==> config.mk <==
export PLATFORM = sky130hd
export DESIGN_NAME = x86_next_pc_resolver_unit
export DESIGN_NICKNAME = d
export VERILOG_FILES = /design/src/rtl/npr_pkg.sv /design/src/rtl/npr_decode.sv /design/src/rtl/x86_next_pc_resolver_unit.sv
export SDC_FILE = /design/constraint.sdc
export NUM_CORES = 1
export LEC_CHECK = 0
export ABC_AREA = 1
export ABC_CLOCK_PERIOD_IN_PS = 7700
export BUFFER_PORTS_ARGS = -buffer_cell sky130_fd_sc_hd__buf_4
export CAP_MARGIN = 10
export CORE_UTILIZATION = 61
export DETAILED_ROUTE_END_ITERATION = 12
export MAX_ROUTING_LAYER = met4
export PLACE_DENSITY = 0.86
export SLEW_MARGIN = 20
export SYNTH_ARGS = -nofsm -noshare
export SYNTH_HDL_FRONTEND = slang
export SYNTH_HIERARCHICAL = 1
export SYNTH_SLANG_ARGS = --single-unit
==> constraint.sdc <==
create_clock -name clk -period 7.7 [get_ports clk]
set_input_delay 1.54 -clock clk [delete_from_list [all_inputs] [get_ports clk]]
set_output_delay 1.54 -clock clk [all_outputs]
set_load 0.01 [all_outputs]
==> src/rtl/npr_pkg.sv <==
// Package for the next-PC resolver: item and result types, opcode constants,
// status codes and the condition test used by decode.
// No dependencies.
package npr_pkg;

  // Longest instruction still decoded as a control transfer.
  localparam int unsigned MAX_TRANSFER_LENGTH = 7;

  localparam int unsigned IN_DATA_W  = 160;
  localparam int unsigned OUT_DATA_W = 40;

  // Primary opcodes.
  localparam logic [7:0] OP_CALL_REL32 = 8'he8;
  localparam logic [7:0] OP_JMP_REL32  = 8'he9;
  localparam logic [7:0] OP_JMP_REL8   = 8'heb;
  localparam logic [7:0] OP_GRP5       = 8'hff;
  localparam logic [7:0] OP_TWO_BYTE   = 8'h0f;
  localparam logic [7:0] OP_RET_NEAR   = 8'hc3;
  localparam logic [7:0] OP_JECXZ      = 8'he3;
  localparam logic [7:0] OP_CALL_FAR   = 8'h9a;
  localparam logic [7:0] OP_JMP_FAR    = 8'hea;
  localparam logic [7:0] OP_RET_FAR    = 8'hcb;
  localparam logic [7:0] OP_RET_IMM    = 8'hc2;
  localparam logic [7:0] OP_RETF_IMM   = 8'hca;
  localparam logic [7:0] OP_INT3       = 8'hcc;
  localparam logic [7:0] OP_INT_IMM    = 8'hcd;
  localparam logic [7:0] OP_INTO       = 8'hce;
  localparam logic [7:0] OP_IRET       = 8'hcf;
  localparam logic [7:0] OP_LOOPNE     = 8'he0;
  localparam logic [7:0] OP_LOOPE      = 8'he1;
  localparam logic [7:0] OP_LOOP       = 8'he2;

  // High nibbles of the short and near conditional jumps.
  localparam logic [3:0] JCC_SHORT_HI = 4'h7;
  localparam logic [3:0] JCC_NEAR_HI  = 4'h8;

  // Reg field of the ff group.
  localparam logic [2:0] GRP5_CALL_NEAR = 3'd2;
  localparam logic [2:0] GRP5_CALL_FAR  = 3'd3;
  localparam logic [2:0] GRP5_JMP_NEAR  = 3'd4;
  localparam logic [2:0] GRP5_JMP_FAR   = 3'd5;

  // Lengths fixed by the encoding.
  localparam logic [3:0] LEN_REL8       = 4'd2;
  localparam logic [3:0] LEN_REL32      = 4'd5;
  localparam logic [3:0] LEN_JCC_REL32  = 4'd6;
  localparam logic [3:0] LEN_MODRM_MIN  = 4'd2;
  localparam logic [3:0] LEN_CALL_IND_MAX = 4'd6;
  localparam logic [3:0] LEN_JMP_IND_MAX  = 4'd7;

  // Condition groups, bits 3:1 of the condition code.
  localparam logic [2:0] CC_O  = 3'd0;
  localparam logic [2:0] CC_B  = 3'd1;
  localparam logic [2:0] CC_Z  = 3'd2;
  localparam logic [2:0] CC_BE = 3'd3;
  localparam logic [2:0] CC_S  = 3'd4;
  localparam logic [2:0] CC_P  = 3'd5;
  localparam logic [2:0] CC_L  = 3'd6;
  localparam logic [2:0] CC_LE = 3'd7;

  // Flag positions.
  localparam int unsigned FLAG_CF = 0;
  localparam int unsigned FLAG_PF = 2;
  localparam int unsigned FLAG_ZF = 6;
  localparam int unsigned FLAG_SF = 7;
  localparam int unsigned FLAG_OF = 11;

  typedef enum logic [1:0] {
    ST_OK          = 2'd0,
    ST_UNSUPPORTED = 2'd1,
    ST_BAD_LENGTH  = 2'd2
  } npr_status_t;

  // Request held in the input register; seq_address is address plus length.
  typedef struct packed {
    logic [31:0] seq_address;
    logic [3:0]  insn_length;
    logic [7:0]  byte_zero;
    logic [7:0]  byte_one;
    logic [7:0]  byte_two;
    logic [7:0]  byte_three;
    logic [7:0]  byte_four;
    logic [7:0]  byte_five;
    logic [11:0] flag_bits;
    logic [31:0] stack_top_word;
    logic [31:0] indirect_target;
  } npr_item_t;

  typedef struct packed {
    npr_status_t status;
    logic        is_call;
    logic [31:0] next_address;
  } npr_result_t;

  function automatic logic cond_holds(input logic [3:0] cc, input logic [11:0] fl);
    logic t;
    t = 1'b0;
    unique case (cc[3:1])
      CC_O:  t = fl[FLAG_OF];
      CC_B:  t = fl[FLAG_CF];
      CC_Z:  t = fl[FLAG_ZF];
      CC_BE: t = fl[FLAG_CF] | fl[FLAG_ZF];
      CC_S:  t = fl[FLAG_SF];
      CC_P:  t = fl[FLAG_PF];
      CC_L:  t = fl[FLAG_SF] ^ fl[FLAG_OF];
      CC_LE: t = (fl[FLAG_SF] ^ fl[FLAG_OF]) | fl[FLAG_ZF];
      default: t = 1'b0;
    endcase
    return cc[0] ? ~t : t;
  endfunction

endpackage

==> src/rtl/npr_decode.sv <==
// Opcode decode and branch target add for one registered request.
// Depends on npr_pkg (item/result types, opcodes, condition test).
module npr_decode (
  input  npr_pkg::npr_item_t   item,
  output npr_pkg::npr_result_t result
);

  logic [31:0]         rel32_a;    // displacement after a one-byte opcode
  logic [31:0]         rel32_b;    // displacement after 0f 8x
  logic [31:0]         rel8;
  logic [31:0]         offset;
  logic                take_rel;
  logic                take_stack;
  logic                take_ind;
  logic                call;
  npr_pkg::npr_status_t st;
  logic [3:0]          len;
  logic [31:0]         target;

  assign len     = item.insn_length;
  assign rel32_a = {item.byte_four, item.byte_three, item.byte_two, item.byte_one};
  assign rel32_b = {item.byte_five, item.byte_four, item.byte_three, item.byte_two};
  assign rel8    = {{24{item.byte_one[7]}}, item.byte_one};

  always_comb begin
    offset     = rel32_a;
    take_rel   = 1'b0;
    take_stack = 1'b0;
    take_ind   = 1'b0;
    call       = 1'b0;
    st         = npr_pkg::ST_OK;
    if (len <= 4'(npr_pkg::MAX_TRANSFER_LENGTH)) begin
      unique case (item.byte_zero)
        npr_pkg::OP_CALL_REL32: begin
          if (len != npr_pkg::LEN_REL32) st = npr_pkg::ST_BAD_LENGTH;
          else begin
            call     = 1'b1;
            take_rel = 1'b1;
          end
        end
        npr_pkg::OP_JMP_REL32: begin
          if (len != npr_pkg::LEN_REL32) st = npr_pkg::ST_BAD_LENGTH;
          else take_rel = 1'b1;
        end
        npr_pkg::OP_JMP_REL8: begin
          offset = rel8;
          if (len != npr_pkg::LEN_REL8) st = npr_pkg::ST_BAD_LENGTH;
          else take_rel = 1'b1;
        end
        npr_pkg::OP_GRP5: begin
          unique case (item.byte_one[5:3])
            npr_pkg::GRP5_CALL_NEAR: begin
              if (len < npr_pkg::LEN_MODRM_MIN || len > npr_pkg::LEN_CALL_IND_MAX)
                st = npr_pkg::ST_BAD_LENGTH;
              else begin
                call     = 1'b1;
                take_ind = 1'b1;
              end
            end
            npr_pkg::GRP5_JMP_NEAR: begin
              if (len < npr_pkg::LEN_MODRM_MIN || len > npr_pkg::LEN_JMP_IND_MAX)
                st = npr_pkg::ST_BAD_LENGTH;
              else take_ind = 1'b1;
            end
            npr_pkg::GRP5_CALL_FAR, npr_pkg::GRP5_JMP_FAR: st = npr_pkg::ST_UNSUPPORTED;
            default: ;
          endcase
        end
        npr_pkg::OP_TWO_BYTE: begin
          offset = rel32_b;
          if (item.byte_one[7:4] == npr_pkg::JCC_NEAR_HI) begin
            if (len != npr_pkg::LEN_JCC_REL32) st = npr_pkg::ST_BAD_LENGTH;
            else take_rel = npr_pkg::cond_holds(item.byte_one[3:0], item.flag_bits);
          end
        end
        npr_pkg::OP_RET_NEAR: take_stack = 1'b1;
        npr_pkg::OP_JECXZ: begin
          st = (len != npr_pkg::LEN_REL8) ? npr_pkg::ST_BAD_LENGTH
                                          : npr_pkg::ST_UNSUPPORTED;
        end
        npr_pkg::OP_CALL_FAR, npr_pkg::OP_JMP_FAR, npr_pkg::OP_RET_FAR,
        npr_pkg::OP_RET_IMM, npr_pkg::OP_RETF_IMM, npr_pkg::OP_INT3,
        npr_pkg::OP_INT_IMM, npr_pkg::OP_INTO, npr_pkg::OP_IRET,
        npr_pkg::OP_LOOPNE, npr_pkg::OP_LOOPE, npr_pkg::OP_LOOP:
          st = npr_pkg::ST_UNSUPPORTED;
        default: begin
          offset = rel8;
          if (item.byte_zero[7:4] == npr_pkg::JCC_SHORT_HI) begin
            if (len != npr_pkg::LEN_REL8) st = npr_pkg::ST_BAD_LENGTH;
            else take_rel = npr_pkg::cond_holds(item.byte_zero[3:0], item.flag_bits);
          end
        end
      endcase
    end
  end

  // Single target adder shared by every relative form.
  assign target = item.seq_address + offset;

  always_comb begin
    result.status       = st;
    result.is_call      = 1'b0;
    result.next_address = item.seq_address;
    if (st == npr_pkg::ST_OK) begin
      result.is_call = call;
      if (take_rel)        result.next_address = target;
      else if (take_stack) result.next_address = item.stack_top_word;
      else if (take_ind)   result.next_address = item.indirect_target;
    end
  end

endmodule

==> src/rtl/x86_next_pc_resolver_unit.sv <==
// Top level of the x86 next-PC resolver: input register, decode, result register.
// Depends on npr_pkg and npr_decode.
//
//  channel  | direction | width | contents
//  ---------+-----------+-------+------------------------------------------------
//  s_axis   | in        | 160   | instruction request (address, length, bytes,
//           |           |       | flags, stack top word, indirect target)
//  m_axis   | out       |  40   | next address, call mark, status
//
// Stages: a request passes through the input register (which captures address
// plus length, formed on the way in), then through decode and the target adder
// into the result register. One request per cycle while the output is not stalled.
// Reset: rst clears both stage valid bits; payload registers are not reset.
// Stalls: ready propagates back through both stages, so a stalled output
// still lets the input register fill before s_axis_tready drops.
module x86_next_pc_resolver_unit (
  input  logic        clk,
  input  logic        rst,
  input  logic        s_axis_tvalid,
  output logic        s_axis_tready,
  // [31:0] insn_address, [35:32] insn_length, [43:36] byte_zero,
  // [51:44] byte_one, [59:52] byte_two, [67:60] byte_three,
  // [75:68] byte_four, [83:76] byte_five, [95:84] flag_bits,
  // [127:96] stack_top_word, [159:128] indirect_target
  input  logic [159:0] s_axis_tdata,
  output logic        m_axis_tvalid,
  input  logic        m_axis_tready,
  // [31:0] next_address, [32] is_call, [34:33] status, [39:35] zero
  output logic [39:0] m_axis_tdata
);

  logic                 in_valid;
  npr_pkg::npr_item_t   in_item;
  npr_pkg::npr_item_t   in_item_next;
  logic                 out_valid;
  npr_pkg::npr_result_t out_result;
  npr_pkg::npr_result_t dec_result;
  logic                 out_ready;
  logic                 in_ready;

  // Advance each stage when its successor can take the request.
  assign out_ready     = !out_valid || m_axis_tready;
  assign in_ready      = !in_valid || out_ready;
  assign s_axis_tready = in_ready;

  // Unpack the request and form the fall-through address on the way in.
  always_comb begin
    in_item_next.seq_address     = s_axis_tdata[31:0] + {28'd0, s_axis_tdata[35:32]};
    in_item_next.insn_length     = s_axis_tdata[35:32];
    in_item_next.byte_zero       = s_axis_tdata[43:36];
    in_item_next.byte_one        = s_axis_tdata[51:44];
    in_item_next.byte_two        = s_axis_tdata[59:52];
    in_item_next.byte_three      = s_axis_tdata[67:60];
    in_item_next.byte_four       = s_axis_tdata[75:68];
    in_item_next.byte_five       = s_axis_tdata[83:76];
    in_item_next.flag_bits       = s_axis_tdata[95:84];
    in_item_next.stack_top_word  = s_axis_tdata[127:96];
    in_item_next.indirect_target = s_axis_tdata[159:128];
  end

  always_ff @(posedge clk) begin
    if (rst) begin
      in_valid <= 1'b0;
    end else if (in_ready) begin
      in_valid <= s_axis_tvalid;
    end
  end

  // Capture payload only on acceptance.
  always_ff @(posedge clk) begin
    if (in_ready && s_axis_tvalid) begin
      in_item <= in_item_next;
    end
  end

  npr_decode u_decode (
    .item   (in_item),
    .result (dec_result)
  );

  always_ff @(posedge clk) begin
    if (rst) begin
      out_valid <= 1'b0;
    end else if (out_ready) begin
      out_valid <= in_valid;
    end
  end

  // Hold the result while the consumer stalls.
  always_ff @(posedge clk) begin
    if (out_ready && in_valid) begin
      out_result <= dec_result;
    end
  end

  assign m_axis_tvalid = out_valid;
  assign m_axis_tdata  = {5'd0, out_result.status, out_result.is_call,
                          out_result.next_address};

  a_status_legal : assert property (@(posedge clk) disable iff (rst)
    out_valid |-> (out_result.status == npr_pkg::ST_OK ||
                   out_result.status == npr_pkg::ST_UNSUPPORTED ||
                   out_result.status == npr_pkg::ST_BAD_LENGTH))
    else $error("result status out of range");

  a_call_resolved : assert property (@(posedge clk) disable iff (rst)
    (out_valid && out_result.is_call) |-> (out_result.status == npr_pkg::ST_OK))
    else $error("call mark on an unresolved request");

  a_advance : assert property (@(posedge clk) disable iff (rst)
    (in_valid && out_ready) |=> out_valid)
    else $error("request lost between input and result register");

  a_backpressure : assert property (@(posedge clk) disable iff (rst)
    !s_axis_tready |-> (in_valid && out_valid && !m_axis_tready))
    else $error("input stalled while a stage was free");

endmodule
==> impl_metrics.py, run 1 <==
metrics = {
    "detailed_routing": {
        "dr.pass1.iters": 10,
        "postRouteAntennaNets": 0,
        "wire_per_inst_um": 18.5,
        "totalWireLength_mm": 31.2,
        "post-route-drc-count": 1,
        "drt_iter0_markers": 1072,
        "num_vias": 9775,
        "viasPerCell": 5.81,
    },
    "die": {
        "dieHeight_um": 137,
        "fp.coreArea_um2": 18000,
        "std_cell_rows": 49,
        "die-area_um2": 18800,
        "die_w_um": 137,
        "io_pins": 206,
        "start_util_pct": 62.0,
    },
    "place": {
        "io_buffers": 193,
        "post-dp-hpwl_mm": 23.4,
        "gp_congestion": 0.960,
    },
    "clock_tree": {
        "clk_latency_ns": 0.44,
        "cts.hold.buffers_added": 0,
        "path_clk_slew_ns": 0.07,
        "cts.sinks": 190,
        "cts.htree.levels": 4,
        "clock_path_buffers": 2,
        "numCtsBuffers": 17,
        "tritoncts": "yes",
        "cts-root-buf": "clkbuf_16",
        "post-cts-setup-buffers": 0,
        "cts.repair.resized": 0,
    },
    "outcome": {
        "status": "finished, violations left",
        "violations": "DRC",
    },
    "power_and_ir_drop": {
        "ir_drop_mv": 0.148,
        "pwr-share-clk_pct": 32.5,
        "p_seq_share_pct": 48.9,
        "combPwrFrac_pct": 18.7,
        "netSwitchingFraction_pct": 28.7,
        "powerDensity_nw_per_um2": 194,
        "intPower_mw": 1.83,
        "p_switching_mw": 0.737,
        "leakage_nw": 5.82,
    },
    "timing": {
        "min_period_ns": 4.52,
        "tightest_slew_ns": 0.893,
        "holdWs_ns": 0.539,
        "hold_violations": 0,
        "max_clock_freq_mhz": 221,
        "finalSetupViolations": 0,
        "slew_headroom_pct": 40.4,
        "fin_crit_sh_pct": 58.7,
        "skew_ns": 0.0114,
        "grt_setup_unrepaired": "false",
        "slew_violations": 0,
        "tns_ns": 0,
    },
    "finish": {
        "final_cell_mix": "nand2_1, buf_4, edfxtp_1",
        "final_nets": 1642,
        "drive_gt1_share_pct": 19.4,
        "diodes": 0,
        "final_common_cell": "nand2_1",
        "fin_util_pct": 73.9,
        "syn_to_final_growth_pct": 19.1,
        "fill_cells": 1328,
    },
    "worst_setup_path": {
        "critPathBufInv": 3,
        "crit_chain": "inv_1 > nand2_1 > nor3_1 > nand2_1 > inv_2 > nand2_1 > nand2_1 > o21ai_0 > ha_1 > fa_1 > nand2_1 > a21oi_1 > a21oi_1 > inv_1 > a21oi_1 > o21ai_0 > or2_2 > nand3_1 > nand2_1",
        "cp_slowest_cell": "edfxtp_1",
        "crit_type": "reg -> reg",
        "crit_top_cell": "nand2_1",
        "reg2reg_slack_ns": 3.18,
        "slowest_delay_ns": 0.44,
        "worstPathMaxFanout": 26,
        "crit_arrival_ns": 4.71,
        "crit_family": "simple AND/OR/NAND/NOR gates",
        "cp-end-kind": "flop",
        "cp.required_ns": 7.89,
        "startpoint_type": "flop",
    },
    "global_route": {
        "grt_max_degree": 97,
        "grt_pass1_wl_mm": 46.9,
        "grt_remaining_overflow": 0,
        "grt_pass1_vias": 9124,
        "antenna_found_initial": 0,
        "track_usage_pct": 35.1,
    },
    "min_path": {
        "min_path_type": "reg -> reg",
    },
    "logic_synthesis": {
        "synth_area_um2": 11100,
        "synthCells": 1256,
        "ys_warn_count": 6,
        "syn_avg_cell_area_um2": 8.87,
    },
    "job": {
        "drv_cap": 0,
    },
}
## registers in the layout, indices dropped and copies added (netlist names)
register	flops
in_item	153
m_axis_tdata	35
in_valid	1
m_axis_tvalid	1
## power by group through the flow
stage / Clock, mW / Combinational [mW] / Sequential [mW]
3_5_place_dp: 0 / 0.467 / 1.28
6_report: 0.834 / 0.480 / 1.26
3_3_place_gp: 0 / 0.454 / 1.27
4_1_cts: 0.839 / 0.471 / 1.25
2_1_floorplan: 0 / 0.294 / 1.26
5_1_grt: 0.880 / 0.524 / 1.26
## layer usage
layer / track usage [%] / part of all wire (%) / up-vias
met5: - / 0 / -
met4: 14.5 / 3.3 / 0
met3: 6.37 / 9.8 / 76
met2: 54.5 / 47 / 613
met1: 45.3 / 40 / 4434
li1: - / - / 4652
## stage by stage
stage                     power, mW  instance area [um2]  std cells  setup WS, ns
after global placement         1.73                12700       1649          3.46
after CTS                      2.56                13300       1682          3.30
after global routing           2.66                13300       1682          2.93
after floorplan                1.56                11200       1260          2.41
final                          2.57                13300       1682          3.18
after detailed placement       1.74                12700       1650          3.35
## final cells by class
| type | count | area [um2] | area share [%] |
|---|---|---|---|
| clock buffer | 20 | 447 | 3.37 |
| multi-input combinational | 920 | 4810 | 36.2 |
| sequential | 190 | 5690 | 42.8 |
| timing repair buffer | 199 | 1510 | 11.4 |
| inverter | 112 | 430 | 3.24 |
| clock inverter | 12 | 103 | 0.773 |
| tap | 229 | 287 | 2.16 |
## worst reg2reg max path: stages, from the launching register on
cell	delay, ns
edfxtp_1	0.44
inv_1	0.09
nand2_1	0.08
nor3_1	0.16
nand2_1	0.19
inv_2	0.38
nand2_1	0.40
nand2_1	0.15
o21ai_0	0.10
ha_1	0.23
fa_1	0.39
nand2_1	0.09
a21oi_1	0.13
a21oi_1	0.36
inv_1	0.10
a21oi_1	0.34
o21ai_0	0.17
or2_2	0.29
nand3_1	0.10
nand2_1	0.06
## final timing paths
path                               from                         end  cells past startpoint
max              in_item[120]$_DFFE_PP_  m_axis_tdata[18]$_DFFE_PP_                     19
max reg2reg      in_item[120]$_DFFE_PP_  m_axis_tdata[18]$_DFFE_PP_                     19
min          m_axis_tvalid$_SDFFE_PP0P_  m_axis_tvalid$_SDFFE_PP0P_                      2
min reg2reg  m_axis_tvalid$_SDFFE_PP0P_  m_axis_tvalid$_SDFFE_PP0P_                      2
Power figures use the tool's default switching activity.
==> run 2: changes to the inputs <==
--- a/config.mk
+++ b/config.mk
@@ -6,13 +6,13 @@
 export NUM_CORES = 1
 export LEC_CHECK = 0
 export ABC_AREA = 1
-export ABC_CLOCK_PERIOD_IN_PS = 7700
+export ABC_CLOCK_PERIOD_IN_PS = 3800
 export BUFFER_PORTS_ARGS = -buffer_cell sky130_fd_sc_hd__buf_4
 export CAP_MARGIN = 10
-export CORE_UTILIZATION = 61
+export CORE_UTILIZATION = 51
 export DETAILED_ROUTE_END_ITERATION = 12
 export MAX_ROUTING_LAYER = met4
-export PLACE_DENSITY = 0.86
+export PLACE_DENSITY = 0.77
 export SLEW_MARGIN = 20
 export SYNTH_ARGS = -nofsm -noshare
 export SYNTH_HDL_FRONTEND = slang
==> constraint.sdc (replaced) <==
create_clock -name clk -period 3.8 [get_ports clk]
set_input_delay 0.76 -clock clk [delete_from_list [all_inputs] [get_ports clk]]
set_output_delay 0.76 -clock clk [all_outputs]
set_load 0.01 [all_outputs]
==> run 2 against run 1 <==
Compared with the run above: the run now ends clean; via count up 1.3%; register-to-register slack worse by 3.1 ns; sequential power up 100%; global-route usage down 5.4 points; highest routed layer unchanged; cell count up 7.0%; worst hold slack worse by 0.055 ns; routed wire length up 3.7%; clock skew down 0.0015 ns.
==> impl_metrics.py, run 2 (synthesized netlist as in run 1, its figures left out) <==
metrics = {
    "timing": {
        "holdWs_ns": 0.483,
        "slew_headroom_pct": 47.2,
        "tns_ns": 0,
        "tightest_slew_ns": 0.790,
        "finalSetupViolations": 0,
        "skew_ns": 0.00987,
        "worst_slack_ns": 0.0801,
        "fin_crit_sh_pct": 97.9,
        "hold_violations": 0,
        "min_period_ns": 3.72,
        "max_clock_freq_mhz": 269,
        "slew_violations": 0,
    },
    "job": {
        "drv_cap": 0,
    },
    "finish": {
        "multiInputGateArea_um2": 5260,
        "largest_register_ffs": 153,
        "diodes": 0,
        "fill_cells": 1705,
        "final_common_cell": "nand2_1",
        "fin_util_pct": 67.6,
        "final_cells": 1800,
        "layout.area.seq_um2": 5690,
        "drive_gt1_share_pct": 28.8,
        "top_register": "in_item",
        "final_cell_mix": "nand2_1, buf_4, edfxtp_1",
        "final_nets": 1714,
        "syn_to_final_growth_pct": 28.8,
        "post-route-cell-area_um2": 14400,
    },
    "die": {
        "fp.coreArea_um2": 21200,
        "die_w_um": 150,
        "start_util_pct": 52.5,
        "std_cell_rows": 53,
        "die-area_um2": 22400,
        "io_pins": 206,
        "dieHeight_um": 150,
    },
    "power_and_ir_drop": {
        "netSwitchingFraction_pct": 29.6,
        "p_switching_mw": 1.61,
        "intPower_mw": 3.84,
        "p_seq_share_pct": 46.6,
        "powerDensity_nw_per_um2": 380,
        "leakage_nw": 6.25,
        "combPwrFrac_pct": 21.9,
        "ir_drop_mv": 0.265,
        "power_mw": 5.45,
        "pwr-share-clk_pct": 31.5,
    },
    "worst_setup_path": {
        "crit_arrival_ns": 3.89,
        "cp.required_ns": 3.97,
        "worstPathMaxFanout": 7,
        "r2r_cells": 20,
        "crit_type": "reg -> reg",
        "cp-end-kind": "flop",
        "startpoint_type": "flop",
    },
    "min_path": {
        "min_path_type": "in -> reg",
        "holdPathStages": 2,
    },
    "clock_tree": {
        "clk_latency_ns": 0.44,
        "numCtsBuffers": 17,
        "cts.htree.levels": 4,
        "tritoncts": "yes",
        "path_clk_slew_ns": 0.07,
        "clock_path_buffers": 2,
        "cts.sinks": 190,
        "cts-root-buf": "clkbuf_16",
        "cts.hold.buffers_added": 0,
    },
    "place": {
        "dp_cells": 1738,
        "preCtsSetupSlack_ns": -0.0677,
        "io_buffers": 193,
        "post-dp-hpwl_mm": 24.4,
        "dpl-instance-area_um2": 13100,
        "gp_congestion": 0.931,
    },
    "global_route": {
        "track_usage_pct": 29.7,
        "grt_pass1_vias": 9196,
        "grt_remaining_overflow": 0,
        "grt_pass1_wl_mm": 48.3,
        "antenna_found_initial": 0,
        "grt_max_degree": 79,
    },
    "detailed_routing": {
        "viasPerCell": 5.50,
        "post-route-drc-count": 0,
        "postRouteAntennaNets": 0,
        "drt_iter0_markers": 1043,
        "totalWireLength_mm": 32.3,
        "wire_per_inst_um": 18.0,
        "dr.pass1.iters": 7,
        "num_vias": 9906,
    },
    "outcome": {
        "status": "completed",
    },
}
==> run 2: cell types whose count changed in the layout (fill, tap and decap cells not counted), moves of 6 or more <==
| cell | change |
|---|---|
| nor2_2 | +11 |
| o21ai_2 | +6 |
| o21ai_0 | -20 |
| nand2_1 | -14 |
| nor2_1 | -14 |
| ha_4 | +7 |
| a21oi_2 | +16 |
| o21ai_1 | +14 |
| a21oi_1 | -17 |
| nand2_2 | +11 |
| buf_4 | +66 |
| ha_1 | -12 |
==> run 2: final cells by class <==
class,instances,area share [%]
Clock buffer,17,2.96
Clock inverter,15,0.906
Inverter,112,3.06
Multi-Input combinational cell,921,36.7
Sequential cell,190,39.6
Tap cell,275,2.40
Timing Repair Buffer,269,14.3
Timing Repair inverter,1,0.0784
==> run 2: worst max-delay path, cell delays in order, from the launching register on <==
cell and delay [ns]:
edfxtp_1 0.45, inv_2 0.10, nand2_2 0.08, nor2_4 0.15
nand2_1 0.08, a21oi_2 0.19, nor2_4 0.06, buf_12 0.14
buf_6 0.11, nand4_4 0.08, nand2_8 0.10, buf_4 0.16
o21ai_1 0.22, ha_1 0.31, a21o_1 0.23, a21oi_1 0.27
nand4_1 0.22, buf_4 0.19, xor2_2 0.14, nand2_1 0.07
o21ai_1 0.09
==> run 2: what timing repair did <==
item                                    CTS  global route
resized for setup                         7           124
buffers inserted                          1            27
pin swaps                                 0            33
gates cloned                              0             2
endpoints found under the setup margin   10            21
endpoints found under the hold margin     0             0
==> run 2: path summary, 6_finish.rpt <==
path	from	end	slack, ns
max reg2reg	in_item[120]$_DFFE_PP_	m_axis_tdata[24]$_DFFE_PP_	0.08
max	in_item[120]$_DFFE_PP_	m_axis_tdata[24]$_DFFE_PP_	0.08
min reg2reg	m_axis_tvalid$_SDFFE_PP0P_	m_axis_tvalid$_SDFFE_PP0P_	0.54
min	rst	m_axis_tvalid$_SDFFE_PP0P_	0.48
==> run 2: power groups by stage <==
stage	Combinational [mW]	Clock, mW	Sequential [mW]
4_1_cts	1.03	1.74	2.53
6_report	1.20	1.71	2.54
3_5_place_dp	1.02	0	2.58
5_1_grt	1.30	1.81	2.55
3_3_place_gp	1.00	0	2.58
2_1_floorplan	0.596	0	2.56
==> run 2: routing by layer <==
layer	global-route usage, %	share of wire [%]
met4	10.6	2.7
met1	39.5	43
met5	-	0
met2	46.2	47
met3	4.54	7.4
==> run 3: changes to the inputs <==
--- a/config.mk
+++ b/config.mk
@@ -6,13 +6,13 @@
 export NUM_CORES = 1
 export LEC_CHECK = 0
 export ABC_AREA = 1
-export ABC_CLOCK_PERIOD_IN_PS = 3800
-export BUFFER_PORTS_ARGS = -buffer_cell sky130_fd_sc_hd__buf_4
+export ABC_CLOCK_PERIOD_IN_PS = 4750
 export CAP_MARGIN = 10
-export CORE_UTILIZATION = 51
+export CORE_UTILIZATION = 65
 export DETAILED_ROUTE_END_ITERATION = 12
+export DONT_BUFFER_PORTS = 1
 export MAX_ROUTING_LAYER = met4
-export PLACE_DENSITY = 0.77
+export PLACE_DENSITY = 0.81
 export SLEW_MARGIN = 20
 export SYNTH_ARGS = -nofsm -noshare
 export SYNTH_HDL_FRONTEND = slang
==> constraint.sdc (replaced) <==
create_clock -name clk -period 4.75 [get_ports clk]
set_input_delay 0.95 -clock clk [delete_from_list [all_inputs] [get_ports clk]]
set_output_delay 0.95 -clock clk [all_outputs]
set_load 0.01 [all_outputs]
==> run 3 against run 2 <==
Compared with the run above: first-iteration DRC count is 3.2% higher; combinational power shrank 46%; die area decreased by 21%; worst hold slack improved by 0.057 ns; final area down 17%; critical endpoint is now m_axis_tdata[26]$_DFFE_PP_.
==> impl_metrics.py, run 3 (synthesized netlist as in run 1, its figures left out) <==
metrics = {
    "outcome": {
        "status": "completed",
    },
    "place": {
        "post-dp-hpwl_mm": 22.6,
        "gp_congestion": 0.953,
        "io_buffers": 0,
        "preCtsSetupSlack_ns": 0.592,
        "dpl-instance-area_um2": 11300,
    },
    "global_route": {
        "grt_max_degree": 98,
        "antenna_found_initial": 4,
        "track_usage_pct": 35.7,
        "grt_pass1_wl_mm": 45.6,
        "grt_pass1_vias": 8471,
        "grt_remaining_overflow": 0,
    },
    "finish": {
        "final_common_cell": "nand2_1",
        "top_register": "in_item",
        "final_nets": 1452,
        "final_cell_mix": "nand2_1, edfxtp_1, nand3_1",
        "syn_to_final_growth_pct": 6.65,
        "post-route-cell-area_um2": 11900,
        "fill_cells": 1292,
        "largest_register_ffs": 153,
        "drive_gt1_share_pct": 7.36,
        "fin_util_pct": 71.4,
    },
    "detailed_routing": {
        "post-route-drc-count": 0,
        "postRouteAntennaNets": 0,
        "totalWireLength_mm": 30.0,
        "drt_iter0_markers": 1076,
        "num_vias": 9077,
        "wire_per_inst_um": 20.2,
        "viasPerCell": 6.10,
        "dr.pass1.iters": 6,
    },
    "worst_setup_path": {
        "startpoint_type": "flop",
        "crit_type": "reg -> reg",
        "cp_slowest_cell": "nand3_2",
        "cp-end-kind": "flop",
        "crit_start": "in_item[117]$_DFFE_PP_",
        "r2r_cells": 18,
        "crit_chain": "nand2_2 > nor2_1 > nand2_1 > nand3_1 > nor2_2 > nand3_2 > nand3_1 > nand2_1 > o21ai_0 > ha_1 > a21o_1 > a31oi_1 > o21ai_0 > nand2_1 > nand4_1 > a21oi_1 > xor2_1 > o21ai_1",
        "reg2reg_from": "in_item[117]$_DFFE_PP_",
        "critPathBufInv": 0,
        "slowest_delay_ns": 0.50,
        "reg2reg_slack_ns": 0.46,
        "cp.required_ns": 4.92,
        "worstPathMaxFanout": 26,
        "crit_arrival_ns": 4.46,
        "crit_top_cell": "nand2_1",
        "cp.depth": 18,
        "endpoint": "m_axis_tdata[26]$_DFFE_PP_",
        "reg2reg_to": "m_axis_tdata[26]$_DFFE_PP_",
        "crit_family": "simple AND/OR/NAND/NOR gates",
    },
    "timing": {
        "holdWs_ns": 0.541,
        "tns_ns": 0,
        "slew_headroom_pct": 40.3,
        "grt_setup_unrepaired": "false",
        "worst_slack_ns": 0.461,
        "min_period_ns": 4.29,
        "skew_ns": 0.00910,
        "tightest_slew_ns": 0.896,
        "finalSetupViolations": 0,
        "slew_violations": 0,
        "fin_crit_sh_pct": 90.3,
        "hold_violations": 0,
        "max_clock_freq_mhz": 233,
    },
    "clock_tree": {
        "numCtsBuffers": 17,
        "cts-root-buf": "clkbuf_16",
        "tritoncts": "yes",
        "cts.repair.resized": 0,
        "cts.htree.levels": 4,
        "post-cts-setup-buffers": 0,
        "clk_latency_ns": 0.43,
        "cts.hold.buffers_added": 0,
        "clock_path_buffers": 2,
        "cts.sinks": 190,
        "path_clk_slew_ns": 0.07,
    },
    "power_and_ir_drop": {
        "leakage_nw": 4.93,
        "ir_drop_mv": 0.437,
        "powerDensity_nw_per_um2": 344,
    },
    "job": {
        "drv_cap": 0,
    },
    "die": {
        "dieHeight_um": 133,
        "die_w_um": 133,
        "start_util_pct": 67.0,
        "io_pins": 206,
        "std_cell_rows": 47,
        "die-area_um2": 17700,
        "fp.coreArea_um2": 16600,
    },
    "min_path": {
        "min_path_type": "reg -> reg",
    },
}
## run 3: changes by cell type in the layout (fill, tap and decap cells not counted), moves of 5 or more
cell	delta
a21oi_2	-16
o21ai_0	+20
ha_2	-5
nor2_1	+14
nand2_2	-11
o21ai_2	-6
o21ai_1	-14
ha_1	+12
a21oi_1	+17
nor2_2	-11
buf_4	-257
nand2_1	+14
ha_4	-7
## run 3: layout make-up
cell class | instances | area (um2) | area share, %
clock buffer | 17 | 425 | 3.58
inverter | 112 | 430 | 3.62
timing repair buffer | 9 | 100 | 0.842
sequential | 190 | 5690 | 47.8
clock inverter | 15 | 151 | 1.27
tap | 220 | 275 | 2.32
multi-input combinational | 920 | 4810 | 40.4
antenna | 4 | 10.0 | 0.0842
## run 3: per-stage QoR
step | power, mW | cells
6_report | 4.09 | 1487
5_1_grt | 4.23 | 1487
4_1_cts | 4.08 | 1482
3_5_place_dp | 2.70 | 1450
3_3_place_gp | 2.68 | 1450
2_1_floorplan | 2.52 | 1260
## run 3: where the power goes
group	leakage [nW]	switching (mW)	internal, mW	total [mW]
clock network	0.280	0.663	0.741	1.40
registers	1.84	0.0772	1.96	2.04
logic	2.81	0.426	0.218	0.644
## run 3: per-layer routing
layer	track usage [%]	up-vias	wire length [um]	part of all wire, %
met2	54.7	543	13700	46
met3	10.8	66	3290	11
met5	-	-	0	0
met1	45.5	4192	12200	41
li1	-	4276	-	-
met4	11.6	0	864	2.9
## run 3: how the worst min path moves through the flow
stage	start	endpoint	slack, ns	depth (start not counted)
floorplan	in_valid$_SDFFE_PP0N_	m_axis_tvalid$_SDFFE_PP0P_	0.44	2
global placement	in_valid$_SDFFE_PP0N_	m_axis_tvalid$_SDFFE_PP0P_	0.51	2
detailed placement	in_valid$_SDFFE_PP0N_	m_axis_tvalid$_SDFFE_PP0P_	0.54	2
CTS	in_valid$_SDFFE_PP0N_	m_axis_tvalid$_SDFFE_PP0P_	0.55	2
global route	rst	m_axis_tvalid$_SDFFE_PP0P_	0.56	1
finish	in_valid$_SDFFE_PP0N_	m_axis_tvalid$_SDFFE_PP0P_	0.54	2
## run 3: worst register-to-register path, cell delays in order (launching register included)
cell and delay, ns:
edfxtp_1 0.49, nand2_2 0.17, nor2_1 0.07, nand2_1 0.14
nand3_1 0.12, nor2_2 0.19, nand3_2 0.50, nand3_1 0.27
nand2_1 0.07, o21ai_0 0.15, ha_1 0.36, a21o_1 0.19
a31oi_1 0.31, o21ai_0 0.18, nand2_1 0.11, nand4_1 0.15
a21oi_1 0.28, xor2_1 0.22, o21ai_1 0.08
